===== src/hrd_pkg.sv =====
`timescale 1ns / 1ps
// ----------------------------------------------------------------------------
// hrd_pkg: shared types and constants for the H.265 RTP depacketizer
// Beat layouts for both channels, packet kinds, status codes and the
// per-byte result descriptor passed from the step decoder to the emitter.
// ----------------------------------------------------------------------------
package hrd_pkg;

  localparam int unsigned MAX_RUN = 6;

  localparam logic [5:0] NAL_TYPE_TRAIL = 6'd1;
  localparam logic [5:0] NAL_TYPE_VPS   = 6'd32;
  localparam logic [5:0] NAL_TYPE_SPS   = 6'd33;
  localparam logic [5:0] NAL_TYPE_PPS   = 6'd34;
  localparam logic [5:0] NAL_TYPE_FU    = 6'd49;

  localparam logic [1:0] POS_FIRST  = 2'd0;
  localparam logic [1:0] POS_SECOND = 2'd1;
  localparam logic [1:0] POS_FU_HDR = 2'd2;

  typedef enum logic [1:0] {
    KIND_DROP  = 2'd0,
    KIND_FU    = 2'd1,
    KIND_PARAM = 2'd2,
    KIND_TRAIL = 2'd3
  } kind_t;

  typedef enum logic [1:0] {
    ST_OK          = 2'd0,
    ST_UNSUPPORTED = 2'd1,
    ST_TRUNCATED   = 2'd2
  } status_t;

  typedef struct packed {
    logic [7:0] payload_byte;
    logic       packet_last;
  } in_t;

  typedef struct packed {
    logic [7:0] out_byte;
    logic       byte_valid;
    logic       nal_start;
    logic       run_last;
    logic       packet_end;
    logic       frame_done;
    logic       key_frame;
    logic [1:0] status;
  } out_t;

  // depacketizer context carried from byte to byte
  typedef struct packed {
    logic [1:0] pos;
    kind_t      kind;
    logic [7:0] hdr_first;
    logic [7:0] hdr_second;
    logic       end_seen;
    logic       is_key;
  } ctx_t;

  // everything one payload byte produces
  typedef struct packed {
    logic [MAX_RUN-1:0][7:0] bytes;
    logic [2:0]              nb;
    logic [2:0]              cnt;
    logic                    nal;
    logic                    last;
    logic                    fd;
    logic                    key;
    status_t                 status;
  } run_t;

endpackage


===== src/h265_rtp_payload_depacketizer.sv =====
`timescale 1ns / 1ps
// ----------------------------------------------------------------------------
// h265_rtp_payload_depacketizer: RTP payload to Annex B byte stream
// Rebuilds H.265 NAL units from RTP payload bytes, handling fragmentation
// units and parameter/trail NAL types, and flags frame completion.
// ----------------------------------------------------------------------------
// Usage:
//   Input channel (in_valid/in_stall/in_data) carries one payload byte per
//   beat with a last-byte mark. Output channel (out_valid/out_stall/out_data)
//   carries one result per beat: a stream byte or an empty status beat.
//   Each input byte yields 0 to 6 results; the burst is held in a run
//   register and drained into the output register one result per cycle
//   while out_stall allows. A byte's first result passes through the run
//   register, then the output register. Throughput: one input byte per
//   cycle while each byte yields at most one result and out_stall allows;
//   a byte yielding more holds the emitter until its burst drains
//   (start-code bursts yield 5 or 6). A byte yielding none skips the emitter.
//   The next byte is accepted in the same cycle the last result of the
//   current burst moves to the output register.
//   Reset clears the packet context and empties both registers.
//   While out_stall is high the output beat holds and in_stall rises as
//   soon as the run register cannot drain.
// ----------------------------------------------------------------------------
module h265_rtp_payload_depacketizer
  import hrd_pkg::*;
(
  input  logic clk,
  input  logic rst_n,
  input  logic in_valid,
  output logic in_stall,
  input  in_t  in_data,
  output logic out_valid,
  input  logic out_stall,
  output out_t out_data
);

  ctx_t       ctx_r;
  ctx_t       ctx_nxt;
  run_t       step_run;
  run_t       run_r;
  logic       run_valid_r;
  logic [2:0] idx_r;
  logic       out_valid_r;
  out_t       out_data_r;
  out_t       res;

  logic in_accept;
  logic out_load;
  logic run_done;

  hrd_step u_step (
    .ctx     (ctx_r),
    .beat    (in_data),
    .ctx_nxt (ctx_nxt),
    .run     (step_run)
  );

  assign out_load  = run_valid_r && (!out_valid_r || !out_stall);
  assign run_done  = out_load && ((idx_r + 3'd1) == run_r.cnt);
  assign in_stall  = run_valid_r && !run_done;
  assign in_accept = in_valid && !in_stall;

  always_comb begin
    res            = '0;
    res.byte_valid = (idx_r < run_r.nb);
    res.out_byte   = res.byte_valid ? run_r.bytes[idx_r] : 8'h00;
    res.nal_start  = run_r.nal && (idx_r == 3'd0);
    res.run_last   = ((idx_r + 3'd1) == run_r.cnt);
    res.packet_end = run_r.last;
    res.frame_done = run_r.fd;
    res.key_frame  = run_r.key;
    res.status     = run_r.status;
  end

  always_ff @(posedge clk) begin
    if (!rst_n) begin
      ctx_r       <= '0;
      run_valid_r <= 1'b0;
      idx_r       <= 3'd0;
      out_valid_r <= 1'b0;
    end else begin
      if (in_accept) begin
        ctx_r <= ctx_nxt;
      end

      if (in_accept && step_run.cnt != 3'd0) begin
        run_valid_r <= 1'b1;
        idx_r       <= 3'd0;
      end else if (run_done) begin
        run_valid_r <= 1'b0;
      end else if (out_load) begin
        // advance through the burst
        idx_r <= idx_r + 3'd1;
      end

      if (out_load) begin
        out_valid_r <= 1'b1;
      end else if (!out_stall) begin
        out_valid_r <= 1'b0;
      end
    end
  end

  always_ff @(posedge clk) begin
    if (in_accept) begin
      run_r <= step_run;
    end
    if (out_load) begin
      out_data_r <= res;
    end
  end

  assign out_valid = out_valid_r;
  assign out_data  = out_data_r;

  // start-code byte is always a valid zero
  a_nal_start_zero: assert property (@(posedge clk) disable iff (!rst_n)
    out_valid && out_data.nal_start |-> out_data.byte_valid && out_data.out_byte == 8'h00)
    else $error("nal_start on a non start-code beat");

  // an empty result is always the only result of its byte
  a_empty_is_last: assert property (@(posedge clk) disable iff (!rst_n)
    out_valid && !out_data.byte_valid |-> out_data.run_last)
    else $error("empty result not last of its run");

  // frame completion only at packet end, key only with frame done
  a_frame_done_at_end: assert property (@(posedge clk) disable iff (!rst_n)
    out_valid && (out_data.frame_done || out_data.key_frame) |->
      out_data.packet_end && out_data.frame_done)
    else $error("frame_done/key_frame outside packet end");

  // burst index stays inside the run
  a_idx_in_run: assert property (@(posedge clk) disable iff (!rst_n)
    run_valid_r |-> idx_r < run_r.cnt)
    else $error("emitter index beyond run length");

endmodule


===== src/hrd_step.sv =====
`timescale 1ns / 1ps
// ----------------------------------------------------------------------------
// hrd_step: per-byte depacketizer decode
// Classifies the payload byte against the packet context, builds the burst
// of stream bytes it causes and the next context.
// ----------------------------------------------------------------------------
module hrd_step
  import hrd_pkg::*;
(
  input  ctx_t ctx,
  input  in_t  beat,
  output ctx_t ctx_nxt,
  output run_t run
);

  logic [5:0] nal_type;
  logic [5:0] fu_type;
  logic [7:0] b;
  logic       last;

  assign b        = beat.payload_byte;
  assign last     = beat.packet_last;
  assign nal_type = b[6:1];
  assign fu_type  = b[5:0];

  always_comb begin
    ctx_nxt = ctx;
    run     = '0;
    run.last = last;

    if (ctx.pos == POS_FIRST) begin
      if (nal_type == NAL_TYPE_FU) begin
        ctx_nxt.kind      = KIND_FU;
        ctx_nxt.hdr_first = b;
        ctx_nxt.end_seen  = 1'b0;
        ctx_nxt.is_key    = 1'b0;
      end else if (nal_type == NAL_TYPE_VPS || nal_type == NAL_TYPE_SPS ||
                   nal_type == NAL_TYPE_PPS || nal_type == NAL_TYPE_TRAIL) begin
        ctx_nxt.kind = (nal_type == NAL_TYPE_TRAIL) ? KIND_TRAIL : KIND_PARAM;
        run.bytes[3] = 8'h01;
        run.bytes[4] = b;
        run.nb       = 3'd5;
        run.nal      = 1'b1;
      end else begin
        ctx_nxt.kind = KIND_DROP;
      end
    end else if (ctx.kind == KIND_FU) begin
      if (ctx.pos == POS_SECOND) begin
        ctx_nxt.hdr_second = b;
      end else if (ctx.pos == POS_FU_HDR) begin
        ctx_nxt.end_seen = b[6];
        ctx_nxt.is_key   = (fu_type != NAL_TYPE_TRAIL);
        if (b[7]) begin
          // start code, rebuilt NAL header, second header byte
          run.bytes[3] = 8'h01;
          run.bytes[4] = {ctx.hdr_first[7], fu_type, ctx.hdr_first[0]};
          run.bytes[5] = ctx.hdr_second;
          run.nb       = 3'd6;
          run.nal      = 1'b1;
        end
      end else begin
        run.bytes[0] = b;
        run.nb       = 3'd1;
      end
    end else if (ctx.kind != KIND_DROP) begin
      run.bytes[0] = b;
      run.nb       = 3'd1;
    end

    // start code sits in slots 0..3; pass-through bytes sit in slot 0
    if (run.nal) begin
      run.bytes[0] = 8'h00;
      run.bytes[1] = 8'h00;
      run.bytes[2] = 8'h00;
    end

    if (ctx_nxt.kind == KIND_DROP) begin
      run.status = ST_UNSUPPORTED;
    end else if (ctx_nxt.kind == KIND_FU && last && ctx.pos < POS_FU_HDR) begin
      run.status = ST_TRUNCATED;
    end else begin
      run.status = ST_OK;
    end

    if (last) begin
      if (ctx_nxt.kind == KIND_FU && ctx.pos >= POS_FU_HDR && ctx_nxt.end_seen) begin
        run.fd  = 1'b1;
        run.key = ctx_nxt.is_key;
      end else if (ctx_nxt.kind == KIND_TRAIL) begin
        run.fd = 1'b1;
      end
    end

    // an empty final byte or a dropped first byte still reports once
    if (run.nb == 3'd0 &&
        (last || (ctx.pos == POS_FIRST && ctx_nxt.kind == KIND_DROP))) begin
      run.cnt = 3'd1;
    end else begin
      run.cnt = run.nb;
    end

    if (last) begin
      ctx_nxt.pos = POS_FIRST;
    end else if (ctx.pos != 2'd3) begin
      ctx_nxt.pos = ctx.pos + 2'd1;
    end
  end

endmodule


===== config.mk =====
export PLATFORM = sky130hd
export DESIGN_NAME = h265_rtp_payload_depacketizer
export DESIGN_NICKNAME = d
export VERILOG_FILES = /design/src/hrd_pkg.sv /design/src/h265_rtp_payload_depacketizer.sv /design/src/hrd_step.sv
export SDC_FILE = /design/constraint.sdc
export NUM_CORES = 1
export LEC_CHECK = 0
export ABC_CLOCK_PERIOD_IN_PS = 3650
export BUFFER_PORTS_ARGS = -buffer_cell sky130_fd_sc_hd__buf_2
export CORE_MARGIN = 3
export CORE_UTILIZATION = 30
export CTS_BUF_LIST = sky130_fd_sc_hd__clkbuf_16
export DETAILED_ROUTE_END_ITERATION = 8
export MAX_ROUTING_LAYER = met4
export PLACE_DENSITY = 0.46
export SYNTH_ARGS = -nofsm -noshare
export SYNTH_HDL_FRONTEND = slang
export SYNTH_SLANG_ARGS = --single-unit
export TNS_END_PERCENT = 1

===== constraint.sdc =====
create_clock -name clk -period 3.65 [get_ports clk]
set_clock_uncertainty 0.05 [all_clocks]
set_input_delay 0.73 -clock clk [delete_from_list [all_inputs] [get_ports clk]]
set_output_delay 0.73 -clock clk [all_outputs]
set_load 0.02 [all_outputs]

[Word-level counts from Yosys, hierarchy flattened]
Index checks and enable logic that the tools add are counted.
Storage, ports and cells
  register bits: 103
  output and inout port bits: 18
Cells by class
  mux-type cells: 45
  $add $sub $neg: 2
  magnitude comparators: 4
  bitwise gates (word level): 6
  reduce and logical (&&, ||, !) cells: 37
  equal/unequal tests: 14
Operator list (count)
  16-bit 2-to-1 mux: 7
  11-bit 2-to-1 mux: 3
  8-bit binary-select mux with 3-bit select: 1
  6-bit == test (second input constant): 4
  8-bit 2-to-1 mux: 3
  2-bit 2-to-1 mux: 10
  3-bit 2-to-1 mux: 6
  1-bit 2-to-1 mux: 14
  1-bit logical AND: 12
  10-bit 2-to-1 mux: 1
  2-bit by 1-bit == test with 1-bit output (second input constant): 3
  6-bit by 1-bit == test with 1-bit output (second input constant): 1
  3-bit logical NOT: 2
  6-bit by 1-bit != test with 1-bit output (second input constant): 1
  1-bit NOT: 6
  2-bit AND reduction: 3
  2-bit nonzero test: 3
  1-bit logical OR: 5
  5-bit OR reduction: 1
  2-bit == test (second input constant): 2
  1-bit logical NOT: 4
  2-bit logical NOT: 2
  3-bit by 4-bit < comparator with 1-bit output (second input constant): 1
  4-bit AND reduction: 1
  11 further kinds: 12

[Longest topological paths before layout]
Gate-level depths: netlist of run 1.
  word-level depth: 15
  gate-level depth with buffers: 9
  gate-level depth less buffers: 6

[Hierarchy]
Synthesis of run 1 repeated with hierarchy kept, for this count alone.
Second synthesis, totals
  cell total of the unflattened synthesis: 386
  area total of the unflattened synthesis: 4843.4 um2
By module, submodules not included
  h265_rtp_payload_depacketizer: seq. area each 2822.7 um2, area an instance 3890.0 um2, times used 1, cells each 257
  hrd_step: seq. area each 0.0 um2, area an instance 953.4 um2, times used 1, cells each 129

[Worst setup path after synthesis of run 1]
Ideal clock, no wire load.
  path kind: input port to flip-flop
  start point: input out_stall
  end point: register idx_r[1]
  arrival time: 2703 ps
  cell stages on the path: 4
  slack: 774 ps
  setup time: 123 ps
  path through: a21boi_0 o31a_1 mux2i_1 nor3_1
On the way
  word-level cells in the longest chain between the ends: 10
Ends and longest elaborated chain
  start, declared: line h265_rtp_payload_depacketizer.sv:33  | input logic out_stall,
  1-bit logical NOT *
  1-bit logical OR *: line h265_rtp_payload_depacketizer.sv:58  | assign out_load = run_valid_r && (!out_valid_r || !out_stall);
  1-bit logical AND *: line h265_rtp_payload_depacketizer.sv:58
  1-bit logical AND: line h265_rtp_payload_depacketizer.sv:59  | assign run_done = out_load && ((idx_r + 3'd1) == run_r.cnt);
  1-bit logical NOT: line h265_rtp_payload_depacketizer.sv:60  | assign in_stall = run_valid_r && !run_done;
  1-bit logical AND: line h265_rtp_payload_depacketizer.sv:60
  1-bit logical NOT: line h265_rtp_payload_depacketizer.sv:61  | assign in_accept = in_valid && !in_stall;
  1-bit logical AND: line h265_rtp_payload_depacketizer.sv:61
  1-bit logical AND: line h265_rtp_payload_depacketizer.sv:86  | if (in_accept && step_run.cnt != 3'd0) begin
  2-bit OR reduction (no source line)
  end signal, assigned: line h265_rtp_payload_depacketizer.sv:93  | idx_r <= idx_r + 3'd1;
  end, declared: line h265_rtp_payload_depacketizer.sv:42  | logic [2:0] idx_r;
Every way passes the cells marked *; elsewhere a longest branch is shown, timed or not.
A chain may end at the register's enable or synchronous reset.

==> impl_metrics.toml, run 1 <==
[placed_design]
dpl.hpwl_um = 4810
dp.cells = 445
portBuffers = 30
place_congestion = 0.757

[floorplan]
io_pins = 31
dieArea_um2 = 12600
die_h_um = 112
coreArea_um2 = 10900
die_x_um = 112
num_rows = 38
initial_core_util = 0.311

[clock_network]
numCtsBuffers = 9
clk_pin_slew_ns = 0.05
cts_setup_buffers = 0
worstSkewPairLatency_ns = 0.33
cts_hold_buffers = 0
cts_tree = "done"
root_buffer = "clkbuf_16"
cts_buffer_depth = 2
cts-htree-levels = 3
cts_sinks = 72
cts_resized = 0

[sta]
setup_tns_ns = 0
max_freq_mhz = 310
slew_headroom = 0.526
finalCritPeriodShare = 0.883
setup-violations-final = 0
period_needed_ns = 3.22
rsz0062_at_grt = "no"
worst_pin_slew_ns = 0.712
hold_viol_final = 0
slew_violations = 0

[grt]
grt.total_usage = 0.116
grt_overflow = 0
antenna_found_initial = 0
grt_max_degree = 28
grt_pass1_vias = 2229
grt_pass1_wl_um = 11100

[synthesis]
synthArstFlopShare = 0
synth_seq_cells = 72
synth_edf_count = 51
synth.avg_cell_area_um2 = 12.0
synth_warnings = 0
netlist_area_um2 = 3400
synth_ff_type = "edfxtp_1"
synth_common_cells = "edfxtp_1 (51), nand2_1 (30), and2_1 (22)"
ys_seq_area_frac = 0.575
ys_top_cells_by_area = "edfxtp_1 (45%), dfxtp_1 (12%), mux2i_1 (4.1%)"
synth_largest_area_cell = "edfxtp_1"
synth.net_count = 305
synth.most_common_cell = "edfxtp_1"
synth_top_area_frac = 0.451
synth_cell_type_count = 49
syn_inst = 284

[worst_setup_path]
cp-start-kind = "flip-flop"
crit_chain = "ha_1 > xor3_1 > nor3_1 > a21boi_0 > buf_2"
worstPathRequired_ns = 2.87
path_class = "flip-flop to output port"
crit_path_end_kind = "output port"
worstPathArrival_ns = 2.44
r2r-start = "idx_r[0]"
slowest_delay_ns = 0.77
crit_start = "idx_r[0]"
cp_slowest_cell = "dfxtp_1"
path_max_fanout = 17

[layout]
fillerInstances = 1077
utilization = 0.364
syn_to_final_growth_pct = 17.1
final_cells = 460
antenna_cells = 0
fin_nets = 337
drive_above_1_share = 0.203

[worst_hold_path]
hp-class = "flip-flop to flip-flop"
hold_start = "res[4]"

[drt]
firstDrtPassIters = 4
drtIter0Drc = 112
finalWirelength_um = 6550
routed-via-count = 2088
vias_per_cell = 4.54
drc_errors = 0
drt-wirelength-per-cell_um = 14.2
drtAntennaViolNets = 0

[flow_run]
drv_cap = 0

[run_status]
status = "completed"

[pwr]
leakage_nw = 1.48
vdd_drop_max_mv = 0.180
p_per_area_nw_per_um2 = 519
-- critical path, delay by kind of cell, from the launching register on --
family	cells	cell delay, ns
DFF	1	0.77
adders and majority gates	1	0.38
xor gates and xnor gates	1	0.37
and+or+nand+nor	1	0.24
buffers and inverters	1	0.19
AOI/OAI and AO/OA	1	0.17
-- state kept, by name, indices dropped and copies added, names as in the netlist --
name / flops
ctx_r: 16
run_r: 30
res: 5
out_data: 16
run_valid_r: 1
idx_r: 3
out_valid: 1
-- placed cells by master (no fill, tap or decap), types with 3 or more instances in the layout --
master / n
a21oi_1: 3
clkinvlp_4: 3
mux2i_1: 14
clkbuf_16: 9
dfxtp_1: 21
inv_1: 11
mux2_2: 8
a211oi_1: 5
ha_1: 8
and3_1: 5
nand3_1: 3
a22o_1: 5
nor3_1: 6
nand2_1: 30
nor3b_1: 3
buf_4: 4
buf_2: 30
and2_1: 22
nor2b_1: 3
nor2_1: 19
edfxtp_1: 51
a22oi_1: 9
o21a_1: 3
a31oi_1: 3
xnor2_1: 4
nand2b_1: 4
-- routing by layer --
layer	share of wire	routed length, µm	GRT usage	vias up
li1	-	-	-	1098
met1	0.50	3250	0.149	951
met2	0.46	2990	0.176	30
met3	0.025	166	0.0167	9
met4	0.022	146	0.0625	0
met5	0	0	-	-
-- worst paths after layout --
check / to / slack, ns / cells after the start
worst min register to register: out_data[4] / 0.37 / 0
worst max-delay path: in_stall / 0.43 / 5
worst max register to register: ctx_r[5] / 0.77 / 6
worst min-delay path: out_data[4] / 0.37 / 0
-- final cells by class --
| cell class | count | area [µm²] | area share |
|---|---|---|---|
| inverters | 11 | 41.3 | 0.0104 |
| clock inverters | 6 | 61.3 | 0.0154 |
| well taps | 140 | 175 | 0.0441 |
| clock buffers | 9 | 225 | 0.0566 |
| flip-flops and latches | 72 | 1950 | 0.491 |
| multi-input cells | 188 | 1340 | 0.337 |
| repair buffers | 34 | 180 | 0.0453 |
-- power breakdown --
group | total (mW) | switching (mW) | internal, mW
sequential | 0.987 | 0.0300 | 0.957
combinational | 0.236 | 0.146 | 0.0899
clock | 0.842 | 0.321 | 0.521
-- cell families after synthesis --
family          count (synthesis)  synth area share
xor+xnor                        8            0.0291
mux                            22            0.0678
simple gates                  104             0.160
fa+ha+maj                       8            0.0295
flops                          72             0.575
compound gates                 46             0.107
buf+inv                        24            0.0317
-- metrics by stage --
step           worst slack [ns]  hold slack [ns]  cell area [µm²]  power [mW]
3_3_place_gp              0.848            0.355             3690        1.24
4_1_cts                   0.397            0.370             3980        2.09
3_5_place_dp              0.724            0.358             3690        1.24
5_1_grt                   0.199            0.383             3980        2.15
2_1_floorplan             0.774            0.350             3400        1.17
6_report                  0.426            0.369             3980        2.06
Note: power is estimated with default switching activity, not from simulation.
==> run 2: changes to the inputs <==
--- a/config.mk
+++ b/config.mk
@@ -5,8 +5,9 @@
 export SDC_FILE = /design/constraint.sdc
 export NUM_CORES = 1
 export LEC_CHECK = 0
-export ABC_CLOCK_PERIOD_IN_PS = 3650
+export ABC_CLOCK_PERIOD_IN_PS = 3700
 export BUFFER_PORTS_ARGS = -buffer_cell sky130_fd_sc_hd__buf_2
+export CAP_MARGIN = 20
 export CORE_MARGIN = 3
 export CORE_UTILIZATION = 30
 export CTS_BUF_LIST = sky130_fd_sc_hd__clkbuf_16
==> constraint.sdc (replaced) <==
create_clock -name clk -period 3.7 [get_ports clk]
set_clock_uncertainty 0.05 [all_clocks]
set_input_delay 0.74 -clock clk [delete_from_list [all_inputs] [get_ports clk]]
set_output_delay 0.74 -clock clk [all_outputs]
set_load 0.02 [all_outputs]
==> impl_metrics.toml, run 2 (synthesized netlist as in run 1, its figures left out) <==
[worst_setup_path]
cp_slowest_cell = "dfxtp_1"
critical_path.top_delay_family = "flip-flops"
path_class = "flip-flop to output port"
path_max_fanout = 17
slowest_delay_ns = 0.76
crit_buf_inv = 1
crit_path_end_kind = "output port"
worstPathRequired_ns = 2.91
crit_chain = "ha_1 > xor3_1 > nor3_1 > a21boi_0 > buf_2"
worstPathArrival_ns = 2.44
cp-start-kind = "flip-flop"

[grt]
grt_pass1_vias = 2176
antenna_found_initial = 0
grt_max_degree = 28
grt_pass1_wl_um = 11400
grt_overflow = 0
grt.total_usage = 0.117

[drt]
drtAntennaViolNets = 0
drc_errors = 0
firstDrtPassIters = 4
drtIter0Drc = 72
dr_wl_met3_um = 135
routed-via-count = 2100
wl_met2_um = 3050
vias_per_cell = 4.56
finalWirelength_um = 6680
routedLengthMet1_um = 3380
drt-wirelength-per-cell_um = 14.5
routed.top_layer = "met4"

[floorplan]
dieArea_um2 = 12600
coreArea_um2 = 10900
initial_core_util = 0.311
die_x_um = 112
io_pins = 31
die_h_um = 112
num_rows = 38

[sta]
hold_viol_final = 0
finalCritPeriodShare = 0.874
max_freq_mhz = 309
worst_pin_slew_ns = 0.690
setup_tns_ns = 0
setup-violations-final = 0
rsz0062_at_grt = "no"
period_needed_ns = 3.23
slew_headroom = 0.540
slew_violations = 0

[layout]
design_area_um2 = 3970
largest_register_ffs = 30
antenna_cells = 0
fin_nets = 337
layout_common_cells = "edfxtp_1 (51), nand2_1 (30), buf_2 (30)"
final_common_cell = "edfxtp_1"
syn_to_final_growth_pct = 16.9
fillerInstances = 1094
largest-register = "run_r"
drive_above_1_share = 0.209
final_cells = 461

[placed_design]
portBuffers = 30
dp.cells = 445
place_area_um2 = 3690
place_congestion = 0.756
dpl.hpwl_um = 4860

[clock_network]
cts_hold_buffers = 0
root_buffer = "clkbuf_16"
clk_pin_slew_ns = 0.06
cts_sinks = 72
cts_buffer_depth = 2
cts_tree = "done"
numCtsBuffers = 9
cts_setup_buffers = 0
cts-htree-levels = 3
worstSkewPairLatency_ns = 0.33
cts_resized = 0

[pwr]
p_per_area_nw_per_um2 = 507
leakage_nw = 1.48
vdd_drop_max_mv = 0.265

[flow_run]
drv_cap = 0

[run_status]
status = "completed"

[worst_hold_path]
hp-class = "flip-flop to flip-flop"
-- run 2: cell count changes in the layout (fill, tap and decap cells not counted), sizes merged --
cell	change
inv	+2
clkinvlp	+1
bufinv	-1
clkinv	-1
-- run 2: metal layers --
layer	global-route usage	up-vias
met5	-	-
met4	0.0481	0
met3	0.0216	10
met2	0.173	29
met1	0.160	968
li1	-	1093
-- run 2: worst paths after layout --
check,from,endpoint,slack (ns),cells past startpoint
max,idx_r[0],in_stall,0.47,5
min,res[4],out_data[4],0.37,0
max reg2reg,idx_r[0],ctx_r[5],0.79,6
min reg2reg,res[4],out_data[4],0.37,0
-- run 2: layout make-up --
type	count	area, µm²	share of cell area
Tap cell	140	175	0.0441
Inverter	11	41.3	0.0104
Clock inverter	7	56.3	0.0142
Timing Repair Buffer	34	180	0.0454
Clock buffer	9	225	0.0567
Sequential cell	72	1950	0.491
Multi-Input combinational cell	188	1340	0.338
-- run 2: metrics by stage --
stage / power [mW] / setup WS [ns] / hold WS (ns) / utilization
after floorplan: 1.15 / 0.814 / 0.350 / -
after global placement: 1.23 / 0.889 / 0.355 / 0.337
after detailed placement: 1.23 / 0.762 / 0.358 / 0.337
after CTS: 2.04 / 0.452 / 0.372 / 0.363
after global routing: 2.11 / 0.255 / 0.386 / 0.363
final: 2.01 / 0.466 / 0.369 / 0.363
-- run 2: worst register-to-register path, stage by stage, from the launching register on --
cell and delay (ns):
dfxtp_1 0.76, inv_1 0.12, ha_1 0.38, xnor2_1 0.27, a41o_2 0.48, and3_1 0.54
mux2i_1 0.25
-- run 2: power breakdown --
group          internal [mW]  total (mW)  switching, mW
registers              0.943       0.973         0.0298
clock network          0.459       0.808          0.349
logic                 0.0887       0.233          0.145
